<file path="config.mk">
export PLATFORM = sky130hd
export DESIGN_NAME = indexed_list_engine
export DESIGN_NICKNAME = d
export VERILOG_FILES = /design/src/rtl/ile_pkg.sv /design/src/rtl/indexed_list_engine.sv
export VERILOG_INCLUDE_DIRS = /design/src /design/src/rtl
export SDC_FILE = /design/constraint.sdc
export NUM_CORES = 2
export LEC_CHECK = 0
export BUFFER_PORTS_ARGS = -buffer_cell sky130_fd_sc_hd__buf_2
export CAP_MARGIN = 20
export CELL_PAD_IN_SITES_DETAIL_PLACEMENT = 0
export CELL_PAD_IN_SITES_GLOBAL_PLACEMENT = 2
export CORE_MARGIN = 1.5
export CORE_UTILIZATION = 31
export DETAILED_ROUTE_END_ITERATION = 7
export GPL_TIMING_DRIVEN = 0
export PLACE_DENSITY_LB_ADDON = 0.1
export SLEW_MARGIN = 20
export SYNTH_ARGS = -nofsm -noshare
export SYNTH_HDL_FRONTEND = slang
export SYNTH_SLANG_ARGS = --single-unit
export TNS_END_PERCENT = 20
</file>
<file path="constraint.sdc">
create_clock -name clk -period 13.2 [get_ports clk]
set_input_delay 1.32 -clock clk [delete_from_list [all_inputs] [get_ports clk]]
set_output_delay 1.32 -clock clk [all_outputs]
set_load 0.01 [all_outputs]
</file>
<file path="src/rtl/indexed_list_engine_macros.svh">
// assertion macros for the indexed list engine
// used by indexed_list_engine.sv, expects clk and rst_n in scope
`ifndef INDEXED_LIST_ENGINE_MACROS_SVH
`define INDEXED_LIST_ENGINE_MACROS_SVH

// same-cycle implication
`define ILE_ASSERT_IMP(lbl, ante, cons, msg) \
  lbl: assert property (@(posedge clk) disable iff (!rst_n) (ante) |-> (cons)) else $error(msg);

// next-cycle implication
`define ILE_ASSERT_NXT(lbl, ante, cons, msg) \
  lbl: assert property (@(posedge clk) disable iff (!rst_n) (ante) |=> (cons)) else $error(msg);

`endif

</file>
<file path="src/rtl/ile_pkg.sv">
// types and codes for the indexed list engine
// no dependencies
package ile_pkg;

  localparam logic [2:0] OP_ADD_TAIL  = 3'd0;
  localparam logic [2:0] OP_ADD_HEAD  = 3'd1;
  localparam logic [2:0] OP_TAKE_HEAD = 3'd2;
  localparam logic [2:0] OP_TAKE_TAIL = 3'd3;
  localparam logic [2:0] OP_REMOVE    = 3'd4;
  localparam logic [2:0] OP_READ      = 3'd5;

  localparam logic [1:0] ST_OK    = 2'd0;
  localparam logic [1:0] ST_EMPTY = 2'd1;
  localparam logic [1:0] ST_RANGE = 2'd2;
  localparam logic [1:0] ST_FULL  = 2'd3;

  typedef struct packed {
    logic [2:0]  op;
    logic [3:0]  position;
    logic [31:0] value;
  } ile_in_t;

  typedef struct packed {
    logic [31:0] result_value;
    logic [1:0]  status;
    logic [4:0]  entry_count;
  } ile_out_t;

endpackage

</file>
<file path="src/rtl/indexed_list_engine.sv">
// indexed list engine top level: bounded deque with indexed access
// depends on ile_pkg and indexed_list_engine_macros.svh
//
// Keeps an ordered list of up to CAPACITY words, position 0 at the front.
// An operation is taken whenever start is high (busy never rises), so one
// operation is accepted every cycle. Each operation gives exactly one
// result beat, marked by out_valid for one cycle; the receiver cannot
// stall, so it must take every beat as it comes. The beat passes the
// input register and the list update: all entries shift in parallel,
// and that single update of the register list sets the one-per-cycle
// rate. Errors (empty list, position out of range, push to a full list)
// are reported in status and leave the list unchanged.
module indexed_list_engine
  import ile_pkg::*;
#(
  parameter int CAPACITY    = 16,
  parameter int VALUE_WIDTH = 32
) (
  input  logic     clk,
  input  logic     rst_n,
  input  logic     start,
  output logic     busy,
  input  ile_in_t  in_data,
  output logic     out_valid,
  output ile_out_t out_data
);

`include "indexed_list_engine_macros.svh"

  localparam int CNT_W = $clog2(CAPACITY + 1);
  localparam int IDX_W = $clog2(CAPACITY);
  localparam int CMP_W = (CNT_W > 4) ? CNT_W : 4;

  // input register
  logic     in_valid_r;
  ile_in_t  in_r;

  // list state
  logic [VALUE_WIDTH-1:0] entries_r [CAPACITY];
  logic [CNT_W-1:0]       count_r;
  logic [CNT_W-1:0]       count_nxt;

  // result register
  logic     out_valid_r;
  ile_out_t out_r;
  ile_out_t out_nxt;

  // decoded operation
  logic                   do_add_tail;
  logic                   do_add_head;
  logic                   do_remove;
  logic                   push_ok;
  logic [IDX_W-1:0]       rm_idx;
  logic [IDX_W-1:0]       rd_idx;
  logic [VALUE_WIDTH-1:0] push_val;
  logic [VALUE_WIDTH-1:0] rd_data;
  logic [63:0]            val_wide;
  logic [63:0]            rd_wide;
  logic [CMP_W-1:0]       pos_wide;
  logic [CMP_W-1:0]       cnt_wide;
  logic                   is_empty;
  logic                   is_full;

  // operations are never held off
  assign busy = 1'b0;

  always_ff @(posedge clk) begin
    if (!rst_n) begin
      in_valid_r <= 1'b0;
    end else begin
      in_valid_r <= start;
    end
  end

  always_ff @(posedge clk) begin
    if (start) begin
      in_r <= in_data;
    end
  end

  // word stored by a push, kept to the storage width
  assign val_wide = {32'd0, in_r.value};
  assign push_val = val_wide[VALUE_WIDTH-1:0];

  assign pos_wide = CMP_W'(in_r.position);
  assign cnt_wide = CMP_W'(count_r);
  assign is_empty = (count_r == '0);
  assign is_full  = (count_r >= CNT_W'(CAPACITY));

  // single read port into the list
  assign rd_data = entries_r[rd_idx];
  assign rd_wide = 64'(rd_data);

  always_comb begin
    do_add_tail = 1'b0;
    do_add_head = 1'b0;
    do_remove   = 1'b0;
    rm_idx      = '0;
    rd_idx      = '0;
    count_nxt   = count_r;
    out_nxt.result_value = '0;
    out_nxt.status       = ST_OK;
    unique case (in_r.op)
      OP_ADD_TAIL, OP_ADD_HEAD: begin
        if (is_full) begin
          out_nxt.status = ST_FULL;
        end else begin
          do_add_tail = (in_r.op == OP_ADD_TAIL);
          do_add_head = (in_r.op == OP_ADD_HEAD);
          count_nxt   = count_r + CNT_W'(1);
        end
      end
      OP_TAKE_HEAD, OP_TAKE_TAIL: begin
        // front takes position 0, back the last valid position
        rm_idx = (in_r.op == OP_TAKE_TAIL) ? IDX_W'(count_r - CNT_W'(1)) : '0;
        rd_idx = rm_idx;
        if (is_empty) begin
          out_nxt.status = ST_EMPTY;
        end else begin
          do_remove            = 1'b1;
          count_nxt            = count_r - CNT_W'(1);
          out_nxt.result_value = rd_wide[31:0];
        end
      end
      OP_REMOVE, OP_READ: begin
        rm_idx = pos_wide[IDX_W-1:0];
        rd_idx = rm_idx;
        if (is_empty) begin
          out_nxt.status = ST_EMPTY;
        end else if (pos_wide >= cnt_wide) begin
          out_nxt.status = ST_RANGE;
        end else begin
          out_nxt.result_value = rd_wide[31:0];
          if (in_r.op == OP_REMOVE) begin
            do_remove = 1'b1;
            count_nxt = count_r - CNT_W'(1);
          end
        end
      end
      default: begin
        // unused codes do nothing
      end
    endcase
    out_nxt.entry_count = 5'(count_nxt);
  end

  // an accepted push that finds room
  assign push_ok = in_valid_r && (do_add_tail || do_add_head);

  // every entry updates in parallel from its neighbors
  for (genvar i = 0; i < CAPACITY; i++) begin : g_entry
    logic                   wr_en;
    logic [VALUE_WIDTH-1:0] wr_data;

    always_comb begin
      wr_en   = 1'b0;
      wr_data = push_val;
      if (in_valid_r) begin
        if (do_add_tail && (CNT_W'(i) == count_r)) begin
          wr_en = 1'b1;
        end else if (do_add_head) begin
          // front push moves everything one place back
          wr_en = 1'b1;
          if (i > 0) begin
            wr_data = entries_r[(i > 0) ? i - 1 : 0];
          end
        end else if (do_remove && (IDX_W'(i) >= rm_idx) && (i < CAPACITY - 1)) begin
          // removal closes the gap toward the front
          wr_en   = 1'b1;
          wr_data = entries_r[(i < CAPACITY - 1) ? i + 1 : i];
        end
      end
    end

    always_ff @(posedge clk) begin
      if (wr_en) begin
        entries_r[i] <= wr_data;
      end
    end
  end

  always_ff @(posedge clk) begin
    if (!rst_n) begin
      count_r     <= '0;
      out_valid_r <= 1'b0;
    end else begin
      out_valid_r <= in_valid_r;
      if (in_valid_r) begin
        count_r <= count_nxt;
      end
    end
  end

  always_ff @(posedge clk) begin
    if (in_valid_r) begin
      out_r <= out_nxt;
    end
  end

  assign out_valid = out_valid_r;
  assign out_data  = out_r;

  // every accepted operation yields a result beat in the cycle after decode
  `ILE_ASSERT_NXT(a_beat_follows, in_valid_r, out_valid_r, "result beat missing")
  // the list never holds more than its capacity
  `ILE_ASSERT_IMP(a_count_bound, 1'b1, count_r <= CNT_W'(CAPACITY), "count above capacity")
  // a full status only goes out while the list is full
  `ILE_ASSERT_IMP(a_full_st, out_valid_r && out_r.status == ST_FULL, is_full, "full with room")
  // an accepted push grows the list by one
  `ILE_ASSERT_NXT(a_push_grow, push_ok, count_r == $past(count_r) + CNT_W'(1), "no growth")

endmodule
</file>
# ---- Word level (Yosys, flattened, before mapping)
# Memories as Yosys holds them, arrays and structs flattened.
# Index checks and enable logic that the tools add are counted.
# W data, S select, Z words.
dict set report word_totals {
  ramBits 512
  input_bits 42
  register_bits 85
  n_memories 1
  word_cells 269
}
# name depth width read_ports rd_clocked_by_memory_dff wr line_no
set mem_list {}
lappend mem_list {entries_r 16 32 17 0 16 indexed_list_engine.sv:39} ;# logic [VALUE_WIDTH-1:0] entries_r [CAPACITY];
dict set report op_classes {
  add_sub_neg 2
  order_cmp 17
  muxes 184
  n_eq_ne 20
  n_reduce_logical 36
}
# cell n
set op_table {}
lappend op_table {{$mux W32} 66}
lappend op_table {{$mux W1} 104}
lappend op_table {{$pmux W32 S2} 1}
lappend op_table {{$eq A4 B5 Y1 const A} 8}
lappend op_table {{$logic_and A1 B1 Y1} 31}
lappend op_table {{$ge A4 B4 Y1 const A} 7}
lappend op_table {{$mux W5} 5}
lappend op_table {{$eq A3 B5 Y1 const A} 4}
lappend op_table {{$ge A3 B4 Y1 const A} 4}
lappend op_table {{$pmux W5 S3} 1}
lappend op_table {{$eq A2 B5 Y1 const A} 2}
lappend op_table {{$ge A1 B4 Y1 const A} 2}
lappend op_table {{$ge A2 B4 Y1 const A} 2}
lappend op_table {{$pmux W4 S2} 1}
lappend op_table {{$eq A3 B2 Y1 const B} 2}
lappend op_table {{$eq A3 B3 Y1 const B} 2}
lappend op_table {{$mux W2} 3}
lappend op_table {{$pmux W2 S3} 1}
lappend op_table {{$reduce_or A2 Y1} 3}
lappend op_table {{$add A5 B1 Y5 const B} 1}
lappend op_table {{$eq A1 B5 Y1 const A} 1}
lappend op_table {{$ge A4 B5 Y1} 1}
lappend op_table {{$ge A5 B5 Y1 const B} 1}
lappend op_table {{$logic_not A5 Y1} 1}
lappend op_table {{5 further kinds} 5}

# ---- Logic depth before layout (Yosys ltp)
dict set report depth {
  ltp_word 12
  mapped_depth 13
  ltp_nobuf 9
}

# ---- Worst setup path before layout
# OpenSTA, ideal clock, no wires.
dict set report synth_timing {
  path_type {flip-flop to flip-flop}
  start {reg count_r[2], in the netlist cnt_wide[2]}
  end {mem entries_r[6][0] (enable)}
  path_buffers 3
  period_less_slack_ps 4277
  required_ps 12768
  setup_ps 432
  arrival_ps 3845
  stages_incl_launch_ff 12
  setup_slack_ps 8923
  cell_sequence {dfxtp_1 buf_2 buf_1 inv_1 ha_1 nor3_1 or3_1 o21ai_1 a21oi_1 nand2_1 clkbuf_1 a21oi_1}
}
# element line_no
set synth_lines {}
lappend synth_lines {{start: declaration} indexed_list_engine.sv:40} ;# logic [CNT_W-1:0] count_r;
lappend synth_lines {{start signal: assignment} indexed_list_engine.sv:189} ;# count_r <= count_nxt;
lappend synth_lines {{end: declaration} indexed_list_engine.sv:39}

==> results.sh <==
export IMPL_outcome="finished, final reports clean"
export IMPL_seqPwrFrac_pct=42.7
export IMPL_drc=0
export IMPL_place_congestion=0.979
export IMPL_drt_pass1_iter_count=8
export IMPL_post_cts_buffers=0
export IMPL_rows=120
export IMPL_setup_viol=0
export IMPL_grt_setup_unrepaired="false"
export IMPL_area_delta_synth_final_pct=17.7
export IMPL_grt_usage_pct=32.8
export IMPL_worstHoldPathType="reg -> reg"
export IMPL_die_area_sq_um=111000
export IMPL_gr_total_overflow=0
export IMPL_critPathMaxFanout=10
export IMPL_clkPwrFrac_pct=42.3
export IMPL_peakVddDrop_mv=0.0825
export IMPL_ys_seq_area_share_pct=52.9
export IMPL_viasPerCell=6.36
export IMPL_cp_start_kind="flip-flop"
export IMPL_final_period_utilization_pct=44.6
export IMPL_synth_top_area_share_pct=52.5
export IMPL_p_sw_share_pct=28.9
export IMPL_ctsResizeCount=0
export IMPL_drive_gt1_share_pct=20.7
export IMPL_dpl_instance_area_sq_um=37200
export IMPL_n_fill_cell=10800
export IMPL_cp_required_ps=13540
export IMPL_grt_pass1_wl_um=249000
export IMPL_ys_ff_latch=597
export IMPL_synth_area_sq_um=33800
export IMPL_p_leak_uw=0.0133
export IMPL_antenna_found_initial=9
export IMPL_start_util_pct=31.4
export IMPL_cts_sinks=597
export IMPL_synth_nets=3252
export IMPL_die_w_um=333
export IMPL_ys_warn_count=0
export IMPL_cp_data_arrival_time_ps=6230
export IMPL_die_y_um=333
export IMPL_fin_worst_hold_slack_ps=605
export IMPL_synth_area_leaders="edfxtp_1 (52%), nand2_1 (5.3%), o221a_2 (4.1%), or2_2 (3.6%), clkbuf_1 (3.2%)"
export IMPL_setup_worst_path_end_class="flip-flop"
export IMPL_final_cell_mix="edfxtp_1 (590), nand2_1 (478), clkbuf_1 (266), or2_2 (192), a21oi_1 (165)"
export IMPL_crit_end="out_data[19]$_DFFE_PP_"
export IMPL_synth_flop_cell="edfxtp_1"
export IMPL_r2r_start="cnt_wide[0]$_SDFFE_PN0P_"
export IMPL_p_int_uw=3630
export IMPL_fin_crit_ps=5890
export IMPL_root_buffer="clkbuf_16"
export IMPL_cts_tree="yes"
export IMPL_worstMarginPinSlew_ps=1300
export IMPL_drt_iter0_markers=5178
export IMPL_num_vias=30900
export IMPL_slew_violations=0
export IMPL_drv_cap=0
export IMPL_ant_nets=0
export IMPL_tns_ps=0
export IMPL_worstSetupPathType="reg -> reg"
export IMPL_routedWlPerCell_um=38.4
export IMPL_ios=83
export IMPL_max_slew_margin_rel_pct=12.8
export IMPL_synth_async_reset_ratio_pct=0
export IMPL_cellPowerDensity_nw_per_um2=128
export IMPL_finClkSkew_ps=30.5
export IMPL_cts_buffers=78
export IMPL_r2r_end="out_data[19]$_DFFE_PP_"
export IMPL_reg2reg_depth=11
export IMPL_cts_hold_buf=0
export IMPL_clk_path_buf_depth=3
export IMPL_clk_latency_ps=670
export IMPL_r2r_slack_ps=7310
export IMPL_dpl_hpwl_um=142000
export IMPL_drt_wl_total_um=187000
export IMPL_hold_viol=0
export IMPL_cp_startpoint="cnt_wide[0]$_SDFFE_PN0P_"
export IMPL_syn_inst=3196
export IMPL_synth_edff_count=590
export IMPL_power_frac_comb_pct=15.0
export IMPL_synth_largest_area_cell="edfxtp_1"
export IMPL_p_sw_uw=1470
export IMPL_cts_reportedPaths_clkPinSlew_ps=50
export IMPL_layout_commonest_cell="edfxtp_1"
export IMPL_fmax_mhz=170
export IMPL_final_cell_area_sq_um=39700
export IMPL_synth_avg_cell_area_sq_um=10.6
export IMPL_grt_max_degree=41
export IMPL_htree_levels=3
export IMPL_synth_distinct_cells=72
export IMPL_final_net_count=3456
export IMPL_coreArea_sq_um=108000
export IMPL_grt_pass1_vias=28300
export IMPL_port_buffers=81
## cell families (layout without fill, tap and decap cells)
kind of cell    count (synthesis)  after routing  synth area share [%]
buf+inv                       406            672                  4.74
xor+xnor                        2              2                0.0519
compound gates                983            983                  23.4
mux                            70             70                  2.20
fa+ha+maj                      14             14                 0.519
flops                         597            597                  52.9
other cells                     1              4                0.0111
simple gates                 1123           1123                  16.2
## stage by stage
step / worst slack [ps] / instances / util, % / total power [uW]
2_1_floorplan: 8920 / 3196 / - / 2580
3_3_place_gp: 5200 / 4680 / 33.4 / 2910
3_5_place_dp: 7620 / 4723 / 34.6 / 2940
4_1_cts: 7580 / 4865 / 36.9 / 5090
5_1_grt: 7340 / 4865 / 37.0 / 5210
6_report: 7310 / 4868 / 37.0 / 5100
## Yosys cell counts, drive strengths merged (38+ instances only)
| master | n |
|---|---|
| a211oi | 44 |
| a21oi | 178 |
| a221o | 66 |
| a22oi | 41 |
| and3 | 68 |
| buf | 68 |
| clkbuf | 290 |
| edfxtp | 590 |
| inv | 48 |
| nand2 | 478 |
| nand3 | 104 |
| nor2 | 90 |
| nor3 | 59 |
| o21ai | 41 |
| o221a | 194 |
| o22ai | 115 |
| or2 | 192 |
| or3 | 38 |
## registers in the layout (all words and copies together), names as in the netlist
signal / flops
in_valid_r: 1
push_val: 32
out_data: 39
in_r: 7
entries_r: 512
out_valid: 1
cnt_wide: 5
## metal layers
metal	global-route usage, %	vias up	share of wire, %
met1	46.9	15500	43
li1	-	12900	-
met2	46.2	2263	41
met3	9.70	312	12
met4	12.5	4	4.2
met5	0	-	0.016
## critical path, stage by stage (launching register included)
cell       delay, ps
dfxtp_1          450
clkbuf_1         500
inv_1            260
ha_1             440
nand4bb_1        340
o21ai_1          730
clkbuf_1         670
buf_2            430
buf_12           260
mux2i_1          420
o22ai_1          290
nor4_1           750
## cell type report
cell class	instances	area, sq um	share of cell area [%]
clock inverter	41	360	0.907
tap	1403	1760	4.42
timing repair buffer	124	1350	3.39
inverter	48	180	0.453
multi-input combinational	2193	14600	36.8
buffer	358	1490	3.75
antenna	3	7.51	0.0189
sequential	597	17900	44.9
clock buffer	101	2120	5.34
## power groups by stage
stage | clock [uW] | sequential (uW) | combinational, uW
2_1_floorplan | 0 | 2210 | 374
3_3_place_gp | 0 | 2220 | 686
3_5_place_dp | 0 | 2220 | 728
4_1_cts | 2180 | 2180 | 731
5_1_grt | 2250 | 2180 | 782
6_report | 2160 | 2180 | 768
## worst min-delay path by stage
stage                                      startpoint                     endpoint  slack [ps]  cells after the start
after global routing       entries_r[14][6]$_DFFE_PP_   entries_r[15][6]$_DFFE_PP_         620                      2
after CTS                 entries_r[14][27]$_DFFE_PP_  entries_r[15][27]$_DFFE_PP_         600                      2
after global placement     entries_r[14][1]$_DFFE_PP_   entries_r[15][1]$_DFFE_PP_         580                      2
after floorplan           entries_r[14][30]$_DFFE_PP_  entries_r[15][30]$_DFFE_PP_         530                      2
after detailed placement   entries_r[14][1]$_DFFE_PP_   entries_r[15][1]$_DFFE_PP_         590                      2
final                      entries_r[1][12]$_DFFE_PP_   entries_r[0][12]$_DFFE_PP_         610                      1
(Power assumes the default switching activity.)
